<file path="config.mk">
export PLATFORM = sky130hd
export DESIGN_NAME = mean_squared_loss_with_accuracy_unit
export DESIGN_NICKNAME = d
export VERILOG_FILES = /design/src/msla_pkg.sv /design/src/msla_ctrl.sv /design/src/msla_dp.sv /design/src/mean_squared_loss_with_accuracy_unit.sv
export SDC_FILE = /design/constraint.sdc
export NUM_CORES = 1
export LEC_CHECK = 0
export CAP_MARGIN = 10
export CORE_MARGIN = 10
export CORE_UTILIZATION = 38
export CTS_CLUSTER_SIZE = 8
export DETAILED_ROUTE_END_ITERATION = 8
export DONT_BUFFER_PORTS = 1
export GPL_TIMING_DRIVEN = 0
export PLACE_DENSITY = 0.61
export SYNTH_ARGS = -nofsm -noshare
export SYNTH_HDL_FRONTEND = slang
export SYNTH_SLANG_ARGS = --single-unit
</file>
<file path="constraint.sdc">
create_clock -name clk -period 8.54 [get_ports clk]
set_input_delay 1.281 -clock clk [delete_from_list [all_inputs] [get_ports clk]]
set_output_delay 1.281 -clock clk [all_outputs]
set_load 0.005 [all_outputs]
</file>
<file path="src/msla_pkg.sv">
// Shared types and constants for the mean squared loss with accuracy unit.
// Used by the controller, the datapath and the top level; no dependencies.
package msla_pkg;

	localparam int MAX_ROW_LEN = 1024;
	localparam int MAX_BATCH   = 1024;

	localparam int DATA_W = 16;
	localparam int PROD_W = 2 * DATA_W;
	localparam int SUM_W  = 43;
	localparam int IDX_W  = 10;
	localparam int CNT_W  = 11;
	localparam int DIV_W  = 11;

	localparam int INDEX_CAP = (MAX_ROW_LEN - 1) < 1023 ? (MAX_ROW_LEN - 1) : 1023;
	localparam int COUNT_CAP = MAX_BATCH < 2047 ? MAX_BATCH : 2047;

	localparam int DIV_STEPS = SUM_W;
	localparam int STEP_W    = $clog2(DIV_STEPS);

	localparam logic [SUM_W-1:0] SUM_MAX = '1;

	typedef enum logic [2:0] {
		ST_IDLE,
		ST_SQUARE,
		ST_ACCUM,
		ST_DIVIDE,
		ST_FINISH,
		ST_EMIT
	} state_t;

	typedef struct packed {
		logic accept;
		logic square;
		logic accum;
		logic div_load;
		logic div_step;
		logic finish;
		logic emit;
	} cmd_t;

	typedef struct packed {
		logic end_row;
		logic end_batch;
		logic div_done;
		logic out_busy;
	} status_t;

endpackage

</file>
<file path="src/msla_ctrl.sv">
// Sequencer for the loss unit: steps one request through square and accumulate,
// at a row's end divide and finish, at a batch's end emit. Depends on msla_pkg.
module msla_ctrl import msla_pkg::*; (
	input  logic    clk,
	input  logic    arst_n,
	input  logic    in_valid,
	output logic    in_stall,
	input  status_t status,
	output cmd_t    cmd
);

	state_t state_q;
	state_t state_next;

	// state register
	always_ff @(posedge clk or negedge arst_n) begin
		if (!arst_n) begin
			state_q <= ST_IDLE;
		end else begin
			state_q <= state_next;
		end
	end

	// next state
	always_comb begin
		state_next = state_q;
		unique case (state_q)
			ST_IDLE: begin
				if (in_valid) state_next = ST_SQUARE;
			end
			ST_SQUARE: begin
				state_next = ST_ACCUM;
			end
			ST_ACCUM: begin
				state_next = status.end_row ? ST_DIVIDE : ST_IDLE;
			end
			ST_DIVIDE: begin
				if (status.div_done) state_next = ST_FINISH;
			end
			ST_FINISH: begin
				state_next = status.end_batch ? ST_EMIT : ST_IDLE;
			end
			ST_EMIT: begin
				if (!status.out_busy) state_next = ST_IDLE;
			end
			default: begin
				state_next = ST_IDLE;
			end
		endcase
	end

	// commands to the datapath
	always_comb begin
		cmd      = '0;
		in_stall = 1'b1;
		unique case (state_q)
			ST_IDLE: begin
				in_stall   = 1'b0;
				cmd.accept = in_valid;
			end
			ST_SQUARE: begin
				cmd.square = 1'b1;
			end
			ST_ACCUM: begin
				cmd.accum    = 1'b1;
				cmd.div_load = status.end_row;
			end
			ST_DIVIDE: begin
				cmd.div_step = 1'b1;
			end
			ST_FINISH: begin
				cmd.finish = 1'b1;
			end
			ST_EMIT: begin
				cmd.emit = !status.out_busy;
			end
			default: begin
				cmd = '0;
			end
		endcase
	end

	// a divide always runs its full step count before the row is closed
	assert property (@(posedge clk) disable iff (!arst_n)
		(state_q == ST_DIVIDE && !status.div_done) |=> state_q == ST_DIVIDE)
		else $error("divide left before the last step");

	// only one request is in flight between accept and return to idle
	assert property (@(posedge clk) disable iff (!arst_n)
		cmd.accept |=> (in_stall && state_q == ST_SQUARE))
		else $error("second request taken while one is in flight");

	// an emit never overwrites a result that is still waiting
	assert property (@(posedge clk) disable iff (!arst_n)
		cmd.emit |-> !status.out_busy)
		else $error("result register overwritten");

endmodule

</file>
<file path="src/msla_dp.sv">
// Datapath of the loss unit: squared error, row accumulation, argmax tracking,
// restoring divider, loss and match totals, result register. Depends on msla_pkg.
module msla_dp import msla_pkg::*; (
	input  logic                     clk,
	input  logic                     arst_n,
	input  cmd_t                     cmd,
	output status_t                  status,
	input  logic signed [DATA_W-1:0] prediction,
	input  logic signed [DATA_W-1:0] target,
	input  logic                     last_in_row,
	input  logic                     last_in_batch,
	input  logic                     batch_rows_wr_en,
	input  logic [DIV_W-1:0]         batch_rows_wr_data,
	output logic                     out_valid,
	input  logic                     out_stall,
	output logic [SUM_W-1:0]         loss,
	output logic [CNT_W-1:0]         correct_count
);

	logic [DIV_W-1:0]         batch_rows_q;
	logic signed [DATA_W-1:0] pred_s1;
	logic signed [DATA_W-1:0] targ_s1;
	logic                     end_row_s1;
	logic                     end_batch_s1;
	logic [DATA_W-1:0]        abs_diff_s1;
	logic [PROD_W-1:0]        prod_s2;

	logic [SUM_W-1:0]         row_sum_q;
	logic [IDX_W-1:0]         elem_idx_q;
	logic signed [DATA_W-1:0] best_pred_q;
	logic [IDX_W-1:0]         best_pred_idx_q;
	logic signed [DATA_W-1:0] best_targ_q;
	logic [IDX_W-1:0]         best_targ_idx_q;
	logic [SUM_W-1:0]         loss_q;
	logic [CNT_W-1:0]         match_q;

	logic [SUM_W-1:0]         quo_q;
	logic [DIV_W-1:0]         rem_q;
	logic [STEP_W-1:0]        step_q;

	logic                     out_valid_q;
	logic [SUM_W-1:0]         loss_out_q;
	logic [CNT_W-1:0]         count_out_q;

	logic signed [DATA_W:0]   diff;
	logic [DATA_W:0]          diff_mag;
	logic [SUM_W:0]           row_sum_ext;
	logic [SUM_W-1:0]         row_sum_next;
	logic [SUM_W:0]           loss_ext;
	logic [DIV_W-1:0]         divisor;
	logic [DIV_W:0]           trial;
	logic                     trial_ge;

	// configuration register
	always_ff @(posedge clk or negedge arst_n) begin
		if (!arst_n) begin
			batch_rows_q <= DIV_W'(1);
		end else if (batch_rows_wr_en) begin
			batch_rows_q <= batch_rows_wr_data;
		end
	end

	// absolute difference of the incoming pair
	always_comb begin
		diff     = {prediction[DATA_W-1], prediction} - {target[DATA_W-1], target};
		diff_mag = diff[DATA_W] ? (DATA_W + 1)'(0) - diff : diff;
	end

	// request capture and squaring
	always_ff @(posedge clk) begin
		if (cmd.accept) begin
			pred_s1      <= prediction;
			targ_s1      <= target;
			end_row_s1   <= last_in_row | last_in_batch;
			end_batch_s1 <= last_in_batch;
			abs_diff_s1  <= diff_mag[DATA_W-1:0];
		end
		if (cmd.square) begin
			prod_s2 <= abs_diff_s1 * abs_diff_s1;
		end
	end

	// saturating row sum
	always_comb begin
		row_sum_ext  = {1'b0, row_sum_q} + {{(SUM_W + 1 - PROD_W){1'b0}}, prod_s2};
		row_sum_next = row_sum_ext[SUM_W] ? SUM_MAX : row_sum_ext[SUM_W-1:0];
		loss_ext     = {1'b0, loss_q} + {1'b0, quo_q};
	end

	// row state: sum, element index and first maxima
	always_ff @(posedge clk or negedge arst_n) begin
		if (!arst_n) begin
			row_sum_q       <= '0;
			elem_idx_q      <= '0;
			best_pred_q     <= '0;
			best_pred_idx_q <= '0;
			best_targ_q     <= '0;
			best_targ_idx_q <= '0;
		end else if (cmd.finish) begin
			row_sum_q       <= '0;
			elem_idx_q      <= '0;
			best_pred_q     <= '0;
			best_pred_idx_q <= '0;
			best_targ_q     <= '0;
			best_targ_idx_q <= '0;
		end else if (cmd.accum) begin
			row_sum_q <= row_sum_next;
			if (elem_idx_q == '0 || pred_s1 > best_pred_q) begin
				best_pred_q     <= pred_s1;
				best_pred_idx_q <= elem_idx_q;
			end
			if (elem_idx_q == '0 || targ_s1 > best_targ_q) begin
				best_targ_q     <= targ_s1;
				best_targ_idx_q <= elem_idx_q;
			end
			if (elem_idx_q < IDX_W'(INDEX_CAP)) begin
				elem_idx_q <= elem_idx_q + IDX_W'(1);
			end
		end
	end

	// restoring divider, one quotient bit per cycle
	always_comb begin
		divisor  = (batch_rows_q == '0) ? DIV_W'(1) : batch_rows_q;
		trial    = {rem_q, quo_q[SUM_W-1]};
		trial_ge = trial >= {1'b0, divisor};
	end

	always_ff @(posedge clk or negedge arst_n) begin
		if (!arst_n) begin
			quo_q  <= '0;
			rem_q  <= '0;
			step_q <= '0;
		end else if (cmd.div_load) begin
			quo_q  <= row_sum_next;
			rem_q  <= '0;
			step_q <= '0;
		end else if (cmd.div_step) begin
			quo_q  <= {quo_q[SUM_W-2:0], trial_ge};
			rem_q  <= trial_ge ? DIV_W'(trial - {1'b0, divisor}) : trial[DIV_W-1:0];
			step_q <= step_q + STEP_W'(1);
		end
	end

	// batch totals
	always_ff @(posedge clk or negedge arst_n) begin
		if (!arst_n) begin
			loss_q  <= '0;
			match_q <= '0;
		end else if (cmd.emit) begin
			loss_q  <= '0;
			match_q <= '0;
		end else if (cmd.finish) begin
			loss_q <= loss_ext[SUM_W] ? SUM_MAX : loss_ext[SUM_W-1:0];
			if (best_pred_idx_q == best_targ_idx_q && match_q < CNT_W'(COUNT_CAP)) begin
				match_q <= match_q + CNT_W'(1);
			end
		end
	end

	// result register
	always_ff @(posedge clk or negedge arst_n) begin
		if (!arst_n) begin
			out_valid_q <= 1'b0;
		end else if (cmd.emit) begin
			out_valid_q <= 1'b1;
		end else if (!out_stall) begin
			out_valid_q <= 1'b0;
		end
	end

	always_ff @(posedge clk) begin
		if (cmd.emit) begin
			loss_out_q  <= loss_q;
			count_out_q <= match_q;
		end
	end

	// status back to the controller
	always_comb begin
		status.end_row   = end_row_s1;
		status.end_batch = end_batch_s1;
		status.div_done  = step_q == STEP_W'(DIV_STEPS - 1);
		status.out_busy  = out_valid_q & out_stall;
	end

	assign out_valid     = out_valid_q;
	assign loss          = loss_out_q;
	assign correct_count = count_out_q;

	// partial remainder stays below the divisor through a divide
	assert property (@(posedge clk) disable iff (!arst_n)
		cmd.div_step |-> rem_q < divisor)
		else $error("divider remainder out of range");

	// match count never passes its cap
	assert property (@(posedge clk) disable iff (!arst_n)
		match_q <= CNT_W'(COUNT_CAP))
		else $error("match count above cap");

	// an emit presents the result and leaves the totals cleared
	assert property (@(posedge clk) disable iff (!arst_n)
		cmd.emit |=> (out_valid_q && loss_q == '0 && match_q == '0))
		else $error("emit did not present result or clear totals");

endmodule

</file>
<file path="src/mean_squared_loss_with_accuracy_unit.sv">
// Top level of the mean squared loss with accuracy unit.
// Joins msla_ctrl and msla_dp; depends on msla_pkg.

// Takes one prediction/target pair (signed Q4.12) per request and sums the
// squared errors of a row in Q19.24, saturating at 2^43-1. An ordinary element
// goes from one accept to the next through capture, square and accumulate.
// The element that ends a row goes on: the row sum then passes through a
// restoring divider that produces one quotient bit per cycle over 43 bits,
// then the finish state adds it to the loss and scores the argmax match.
// The element that ends a batch then loads the result register in the emit
// state, which waits while the previous result is still stalled at the output.
// A batch_rows of zero divides by one. Write batch_rows only while idle.
module mean_squared_loss_with_accuracy_unit import msla_pkg::*; (
	input  logic                     clk,
	input  logic                     arst_n,
	input  logic                     batch_rows_wr_en,
	input  logic [DIV_W-1:0]         batch_rows_wr_data,
	input  logic                     in_valid,
	output logic                     in_stall,
	input  logic signed [DATA_W-1:0] prediction,
	input  logic signed [DATA_W-1:0] target,
	input  logic                     last_in_row,
	input  logic                     last_in_batch,
	output logic                     out_valid,
	input  logic                     out_stall,
	output logic [SUM_W-1:0]         loss,
	output logic [CNT_W-1:0]         correct_count
);

	cmd_t    cmd;
	status_t status;

	// sequencer
	msla_ctrl u_ctrl (
		.clk      (clk),
		.arst_n   (arst_n),
		.in_valid (in_valid),
		.in_stall (in_stall),
		.status   (status),
		.cmd      (cmd)
	);

	// arithmetic and state
	msla_dp u_dp (
		.clk                (clk),
		.arst_n             (arst_n),
		.cmd                (cmd),
		.status             (status),
		.prediction         (prediction),
		.target             (target),
		.last_in_row        (last_in_row),
		.last_in_batch      (last_in_batch),
		.batch_rows_wr_en   (batch_rows_wr_en),
		.batch_rows_wr_data (batch_rows_wr_data),
		.out_valid          (out_valid),
		.out_stall          (out_stall),
		.loss               (loss),
		.correct_count      (correct_count)
	);

endmodule
</file>
# Yosys cells after proc, flatten, opt, wreduce, memory -nomap -nowiden
# Index checks and enable logic that the tools add are counted.
# Widths: inputs -> output; s select.
# word_totals
register_bits,370
latchBits,0
input_bits,50
out_inout_bits,56
mem_bits_ro,0
mem_count,0
ram_bits,0
# classes
n_addsub,8
bitwise,2
n_div,0
reduce_logical,19
shifts,0
mux,48
n_lt_le_gt_ge,5
n_eq_ne,11
n_mul,1
# op_table
op,n
$mux 43,8
$mux 16,7
$mux 10,9
$mux 11,7
$add 43x32->44,1
$add 43x43->44,1
$gt 16x16->1,2
$mul 16x16->32,1
$pmux 3 s6,1
$sub 16x16->17,1
$sub 1x16->16 const A,1
$reduce_bool 2->1,7
$ge 12x11->1,1
$mux 3,4
$mux 6,2
$add 11x1->11 const B,1
$logic_not 11->1,1
$lt 11x11->1 const B,1
$sub 11x11->11,1
$add 10x1->10 const B,1
$eq 10x10->1,1
$logic_not 10->1,1
$lt 10x10->1 const B,1
$mux 1,8
16 further kinds,25

# Longest topological paths before layout
# Gate-level depths: netlist of the first run.
# logic_depth
word_depth,6
depth_mapped,25

# Hierarchy
# A second synthesis of the first run with hierarchy kept.
# unflattened
hier_cells,2984
area_unflattened_um2,28617.4
# by_module_without_submodules
mod,seq_area_each_um2,n_inst,area_per_inst_um2,cells_per_inst
msla_dp,9835.7,1,28335.9,2951
msla_ctrl,75.1,1,281.5,33

# Least setup slack after synthesis of the first run
# Ideal clock, no wire load.
# synth_path
path_type,flip-flop to flip-flop
start,register u_dp.abs_diff_s1[4]
end,"register u_dp.prod_s2[30], data pin"
stages_incl_launch_ff,23
n_path_buf,2
arrival_time_ns,6.438
path_slack_ns,1.844
required_time_ns,8.282
setup_ns,0.258
path_cell_list,edfxtp_1 clkbuf_1 clkbuf_1 nand2_1 fa_1 inv_1 fa_1 fa_1 fa_1 fa_1 inv_1 fa_1 inv_1 ha_1 a21o_1 a21oi_1 nand2b_1 o21bai_1 a2111oi_0 a21oi_1 a221o_1 a21oi_1 xnor2_1
# synth_between
elab_chain_cells,1
# synth_lines
element,line_no,text
start: declaration,msla_dp.sv:25,logic [DATA_W-1:0] abs_diff_s1;
start signal: assignment,msla_dp.sv:76,abs_diff_s1 <= diff_mag[DATA_W-1:0];
$mul 16x16->32,msla_dp.sv:79,prod_s2 <= abs_diff_s1 * abs_diff_s1;
end signal: assignment,msla_dp.sv:79,
end: declaration,msla_dp.sv:26,logic [PROD_W-1:0] prod_s2;
# Every way passes these cells.
# A chain may end at the register's enable or synchronous reset.

# Final worst setup path of the first run
# layout_path
start,register u_dp.abs_diff_s1[1]
end,"register u_dp.prod_s2[30], data pin"
# The elaborated chain is that of the path after synthesis.

==> summary.txt, run 1 <==
Power
  • Power Density: 279 nW/µm²
  • Internal power: 5.06 mW
  • Flop pwr share: 30.1%
  • Clock power share: 22.9%
  • Lkg Pwr: 13.9 nW
  • Tot Pwr: 8.55 mW
  • Peak VDD IR: 0.000146 V
  • Psw: 3.50 mW
  • Logic pwr share: 47.0%
  • Net switching fraction of the power: 40.9%

Logic synthesis
  • Number of synthesized flops with an enable pin: 135
  • Ys async rst share: 63.4%
  • Top FF cell, synth: dfrtp_1
  • Syn_nets: 3293
  • Synth Area in Compound Gates: 18.0%
  • Yosys Warn Count: 0
  • Synth area leader: dfrtp_1
  • Syn_area_per_cell: 9.83 µm²
  • Top area cells in the synthesized netlist: dfrtp_1, edfxtp_1, fa_1
  • Largest family of logic cells by synthesized area: adder cells
  • XOR/XNOR share of the synthesized area: 5.34%
  • Post-synthesis simple-gate area fraction: 11.4%
  • Mux contribution to synthesized area: 0.440%
  • Flops & latches, synth: 369
  • Netlist cell types: 85
  • Syn Inst Count: 2835
  • Top cell type's share of synthesized area: 20.9%
  • Synth Area in Adders: 22.8%
  • Mapped Area: 27900 µm²
  • Sequential share of the synthesized area: 35.6%

Flow run
  • Max Cap Viol: 0

Setup path
  • Reg2reg end: u_dp.prod_s2[30]
  • CP top delay family: adder cells
  • Top cell by count, worst path: fa_1
  • Crit path DAT: 8.29 ns
  • CP endpoint kind: register
  • Reg2Reg Launch Point: u_dp.abs_diff_s1[1]
  • Setup CP Type: register to register
  • Crit path cell chain: clkbuf_1, clkbuf_1, nand2_1, fa_1, inv_1, fa_1, fa_1, fa_1, fa_1, inv_1, fa_1, inv_1, ha_1, a21o_1, a21oi_1, nand2b_1, o21bai_1, a2111oi_0, a21oi_1, a221o_1, a21oi_1, xnor2_1
  • Startpoint Class: register
  • Worst path bufs/invs: 5
  • CP Data Required Time: 8.88 ns
  • Crit-path max FO: 10
  • Reg2reg setup slack: 0.60 ns
  • Crit-path slowest cell: fa_1
  • Worst path max stage delay: 0.60 ns
  • Cells on worst reg2reg path: 22

Die
  • Row cnt: 99
  • Die span in x: 291 µm
  • Starting Density: 38.2%
  • Die area: 84500 µm²
  • Top Ports: 106
  • Core Area: 72800 µm²
  • Die height: 291 µm

Finish
  • Layout cells sized above 1: 3.72%
  • Post-route insts no fill: 3890
  • Final nets: 3350
  • Most frequent cells in the layout: inv_1, ha_1, a21oi_1
  • Most common cell after layout, fill and taps aside: inv_1
  • Synth-to-Final Area Change: 10.0%
  • Diode count: 0
  • Filler cell count: 7141

Global routing
  • GRT Total Usage: 16.5%
  • First-pass GRT wire length: 115000 µm
  • Number of global-route vias before repair: 20.9k
  • Largest net degree at the start of global routing: 235
  • Initial antenna violation count: 0
  • GRT Residual Overflow: 0

CTS
  • Cts repair resizes: 0
  • Total number of H-tree levels: 2
  • Hold-fix buffers, CTS: 0
  • Clk Latency, worst-skew pair: 0.59 ns
  • TritonCTS clock tree: yes
  • Bufs on Longest Clock Path: 3
  • Root Buffer: clkbuf_16
  • Reg clk slew, reported paths: 0.05 ns
  • Sinks on Clock Net: 369
  • Postcts setup bufs: 0
  • CTS Buf Count: 52

STA
  • Setup violators final: 0
  • Worst-margin pin slew: 1.16 ns
  • Worst Skew: 0.0442 ns
  • Final Cycle Share: 93.0%
  • Tmin final: 7.94 ns
  • Max-slew violations: 0
  • Hold Vio Cnt, Final: 0
  • RSZ-0062 raised after global routing: no
  • Achievable clock frequency: 126 MHz
  • Total Neg Setup Slack: 0 ns
  • Slew margin rel.: 20.5%

Min path
  • Worst Hold Class: input pin to asynchronous set/reset pin

Run status
  • Outcome: finished, final reports clean

Route
  • First-pass DRT Iterations: 5
  • Top sig layer: met4
  • Final wirelength: 70600 µm
  • WL met3: 2900 µm
  • # DRC: 0
  • WL met1: 32600 µm
  • Vias: 20.8k
  • DRT iter0 DRCs: 1452
  • Routed Antenna Nets: 0
  • Met2 wire len: 33400 µm
  • WL/cell: 18.1 µm
  • Mean number of vias per cell: 5.35

Place
  • Port Buffers: 0
  • Detailed Place HPWL: 54400 µm
  • Placed Cells: 3797
  • GP Congestion: 0.898
==> synth_stat cells (23+ instances only) <==
master / n
a21o_1: 95
edfxtp_1: 135
ha_1: 242
a21oi_1: 237
a221o_1: 23
nand3_1: 62
xnor2_1: 97
nor2_1: 137
nand2_1: 189
fa_1: 166
o21ai_0: 123
clkbuf_1: 104
nand4_1: 34
a31oi_1: 46
inv_1: 352
xor2_1: 73
dfrtp_1: 233
nor3_1: 39
and2_1: 63
a22o_1: 55
and3_1: 25
==> flip-flops by register name, indices dropped and copies added, names as in the netlist, 16 cells and up <==
signal / cells
u_dp.quo_q: 43
u_dp.pred_s1: 16
u_dp.loss: 43
u_dp.targ_s1: 16
u_dp.abs_diff_s1: 16
u_dp.prod_s2: 31
u_dp.row_sum_q: 43
u_dp.best_pred_q: 16
u_dp.best_targ_q: 16
u_dp.loss_q: 43
==> through the flow <==
stage	area, µm²	util [%]	hold slack (ns)	worst slack, ns
global route	30700	42.1	0.367	0.0859
finish	30700	42.1	0.395	0.599
CTS	30700	42.1	0.361	0.664
global placement	29100	39.9	0.465	0.724
floorplan	27900	-	0.440	1.84
detailed placement	29100	40.0	0.475	0.730
==> cells by family after synthesis <==
| kind of cell | after synthesis |
|---|---|
| AO/OA/AOI/OAI | 759 |
| AND/OR/NAND/NOR | 649 |
| buffers and inverters | 468 |
| adder cells (fa/ha/maj) | 408 |
| flip-flops | 369 |
| XOR/XNOR | 170 |
| multiplexers | 12 |
==> worst max path at each step <==
stage,from,end,slack (ns),cells after the start
finish,u_dp.abs_diff_s1[1],u_dp.prod_s2[30],0.60,22
global route,u_dp.abs_diff_s1[1],u_dp.prod_s2[30],0.09,22
CTS,u_dp.abs_diff_s1[1],u_dp.prod_s2[30],0.66,22
detailed placement,u_dp.abs_diff_s1[1],u_dp.prod_s2[30],0.73,22
global placement,u_dp.abs_diff_s1[1],u_dp.prod_s2[30],0.72,22
floorplan,u_dp.abs_diff_s1[4],u_dp.prod_s2[30],1.84,22
==> area by class of cell <==
cell class,instances,area [µm²],area share (%)
sequential,369,9910,32.3
inverter,352,1320,4.31
clock inverter,2,38.8,0.127
tap,959,1200,3.91
timing repair buffer,3,42.5,0.139
multi-input combinational,1998,16200,52.8
clock buffer,91,1500,4.89
buffer,116,453,1.48
==> layer usage <==
layer	global-route usage, %	vias to the layer above
li1	-	10060
met1	22.3	10206
met2	27.6	447
met3	2.09	111
met4	4.41	0
met5	0	-
==> power groups by stage <==
stage | combinational, mW | sequential, mW | clock, mW
2_1_floorplan | 3.03 | 2.49 | 0
3_3_place_gp | 3.94 | 2.60 | 0
3_5_place_dp | 3.98 | 2.59 | 0
4_1_cts | 4.00 | 2.57 | 2.00
5_1_grt | 4.53 | 2.62 | 2.08
6_report | 4.02 | 2.58 | 1.96
Power figures use the tool's default switching activity.
==> inputs of run 2 (changes only) <==
BUFFER_PORTS_ARGS = -buffer_cell sky130_fd_sc_hd__buf_2   (was unset)
DONT_BUFFER_PORTS = unset   (was 1)
PLACE_DENSITY = 0.62   (was 0.61)
SKIP_CTS_REPAIR_TIMING = 1   (was unset)
SYNTH_HIERARCHICAL = 1   (was unset)
==> run 2 against run 1 <==
  * Worst hold slack improved by 0.056 ns
  * Cell count increased by 6.7%
  * Cell area increased by 4.4%
  * Setup slack improved by 0.28 ns
  * Global-route usage increased by 0.39 points
  * Critical path type unchanged
  * Highest routed layer unchanged
==> summary.txt, run 2 <==
Logic synthesis
  • Syn Inst Count: 2984
  • Syn_nets: 3441
  • Flops & latches, synth: 369
  • Synth cell count leaders: inv_1, nor2_1, ha_1
  • Top cell type's share of synthesized area: 20.4%
  • Most frequent cell after synthesis: inv_1
  • Top FF cell, synth: dfrtp_1
  • Mapped Area: 28600 µm²
  • Syn_area_per_cell: 9.59 µm²
  • Netlist cell types: 98
  • Synth area leader: dfrtp_1
  • Sequential share of the synthesized area: 34.6%
  • Ys async rst share: 63.4%
  • Number of synthesized flops with an enable pin: 135
  • Top area cells in the synthesized netlist: dfrtp_1, edfxtp_1, fa_1
  • Yosys Warn Count: 6

Finish
  • Final nets: 3609
  • Most frequent cells in the layout: inv_1, nor2_1, ha_1
  • Layout cells sized above 1: 8.05%
  • Filler cell count: 7218
  • Most common cell after layout, fill and taps aside: inv_1
  • Post-route insts no fill: 4151
  • Synth-to-Final Area Change: 11.8%
  • Diode count: 0

CTS
  • Total number of H-tree levels: 2
  • Root Buffer: clkbuf_16
  • Bufs on Longest Clock Path: 3
  • Clk Latency, worst-skew pair: 0.61 ns
  • CTS Buf Count: 52
  • Reg clk slew, reported paths: 0.05 ns
  • Sinks on Clock Net: 369
  • TritonCTS clock tree: yes

Global routing
  • GRT Total Usage: 16.9%
  • First-pass GRT wire length: 119000 µm
  • Met1 usage: 22.8%
  • GRT Residual Overflow: 0
  • Largest net degree at the start of global routing: 120
  • Gr busiest metal: met2
  • Met2 usage: 28.1%
  • Number of global-route vias before repair: 21.7k
  • Initial antenna violation count: 1
  • Met3 usage: 2.09%

STA
  • Tmin final: 7.66 ns
  • Setup violators final: 0
  • Hold Vio Cnt, Final: 0
  • Worst Skew: 0.0398 ns
  • Worst-margin pin slew: 0.897 ns
  • Final Cycle Share: 89.7%
  • Achievable clock frequency: 130 MHz
  • Max-slew violations: 0
  • RSZ-0062 raised after global routing: no
  • Slew margin rel.: 39.9%
  • Total Neg Setup Slack: 0 ns

Route
  • Final wirelength: 73000 µm
  • # DRC: 0
  • Mean number of vias per cell: 5.25
  • Routed Antenna Nets: 0
  • DRT iter0 DRCs: 1378
  • First-pass DRT Iterations: 5
  • WL/cell: 17.6 µm
  • Vias: 21.8k

Setup path
  • Crit-path max FO: 10
  • CP Data Required Time: 8.90 ns
  • Cells on worst reg2reg path: 21
  • CP endpoint kind: register
  • Startpoint Class: register
  • Setup CP Type: register to register
  • Crit path DAT: 8.03 ns

Run status
  • Outcome: finished, final reports clean

Die
  • Die span in x: 294 µm
  • Row cnt: 100
  • Die area: 86700 µm²
  • Starting Density: 38.4%
  • Top Ports: 106
  • Die height: 294 µm
  • Core Area: 74600 µm²

Min path
  • Worst Hold Class: input pin to asynchronous set/reset pin

Place
  • GP Congestion: 0.900
  • Placed Cells: 4067
  • Detailed Place HPWL: 57100 µm
  • Port Buffers: 105

Flow run
  • Max Cap Viol: 0
-- run 2: worst max-delay path, stage by stage, from the launching register on --
cell      delay (ns)
edfxtp_1        0.43
clkbuf_1        0.45
clkbuf_1        0.61
nand2_1         0.18
fa_1            0.58
fa_1            0.56
inv_1           0.05
fa_1            0.51
fa_1            0.44
fa_1            0.55
inv_1           0.06
fa_1            0.56
inv_1           0.05
ha_1            0.36
nand3_1         0.12
a21oi_1         0.14
nor2_1          0.09
o31ai_1         0.57
a21oi_1         0.20
a21oi_1         0.35
o221ai_1        0.22
xnor2_1         0.36
-- run 2: final timing paths --
path,start,to,slack (ns)
worst max-delay path,u_dp/abs_diff_s1[4],u_dp/prod_s2[31],0.88
worst min-delay path,arst_n,u_dp/batch_rows_q[5],0.45
worst max register to register,u_dp/abs_diff_s1[4],u_dp/prod_s2[31],0.88
worst min register to register,u_dp/loss_q[7],u_dp/loss[7],0.48
max in group asynchronous,arst_n,u_dp/best_pred_q[13],6.70
min in group clk,u_dp/loss_q[7],u_dp/loss[7],0.48
-- run 2: area by class of cell --
class / count / area, µm² / area share (%)
Clock buffer: 81 / 1430 / 4.47
Clock inverter: 3 / 45.0 / 0.141
Sequential cell: 369 / 9910 / 31.0
Inverter: 367 / 1380 / 4.30
Buffer: 121 / 512 / 1.60
Timing Repair Buffer: 114 / 678 / 2.12
Tap cell: 969 / 1210 / 3.79
Multi-Input combinational cell: 2127 / 16800 / 52.6
-- run 2: stage by stage --
step	worst slack (ns)	hold slack, ns	instance area, µm²	utilization (%)
final	0.876	0.450	32000	42.9
after global routing	0.526	0.436	32000	42.9
after CTS	0.947	0.423	32000	42.9
after detailed placement	0.978	0.472	30500	40.9
after global placement	0.964	0.471	30400	40.7
after floorplan	2.30	0.448	28600	-
-- run 2: per-layer routing --
metal  part of all wire [%]  vias up
met5                      0        -
met4                    2.7        0
met3                    4.2      111
met2                     46      436
met1                     47    10541
li1                       -    10689
-- run 2: cell families after synthesis --
logic type	share of synthesized area [%]
muxes	0.700
AOI/OAI and AO/OA	17.3
and+or+nand+nor	13.8
adders and majority gates	22.1
DFF	34.6
xor gates and xnor gates	4.81
buffers and inverters	6.60
Power of run 2 is left out: the tool's default activity adds up to more than one toggle a clock period on the data nets, which glitch-free logic cannot reach.
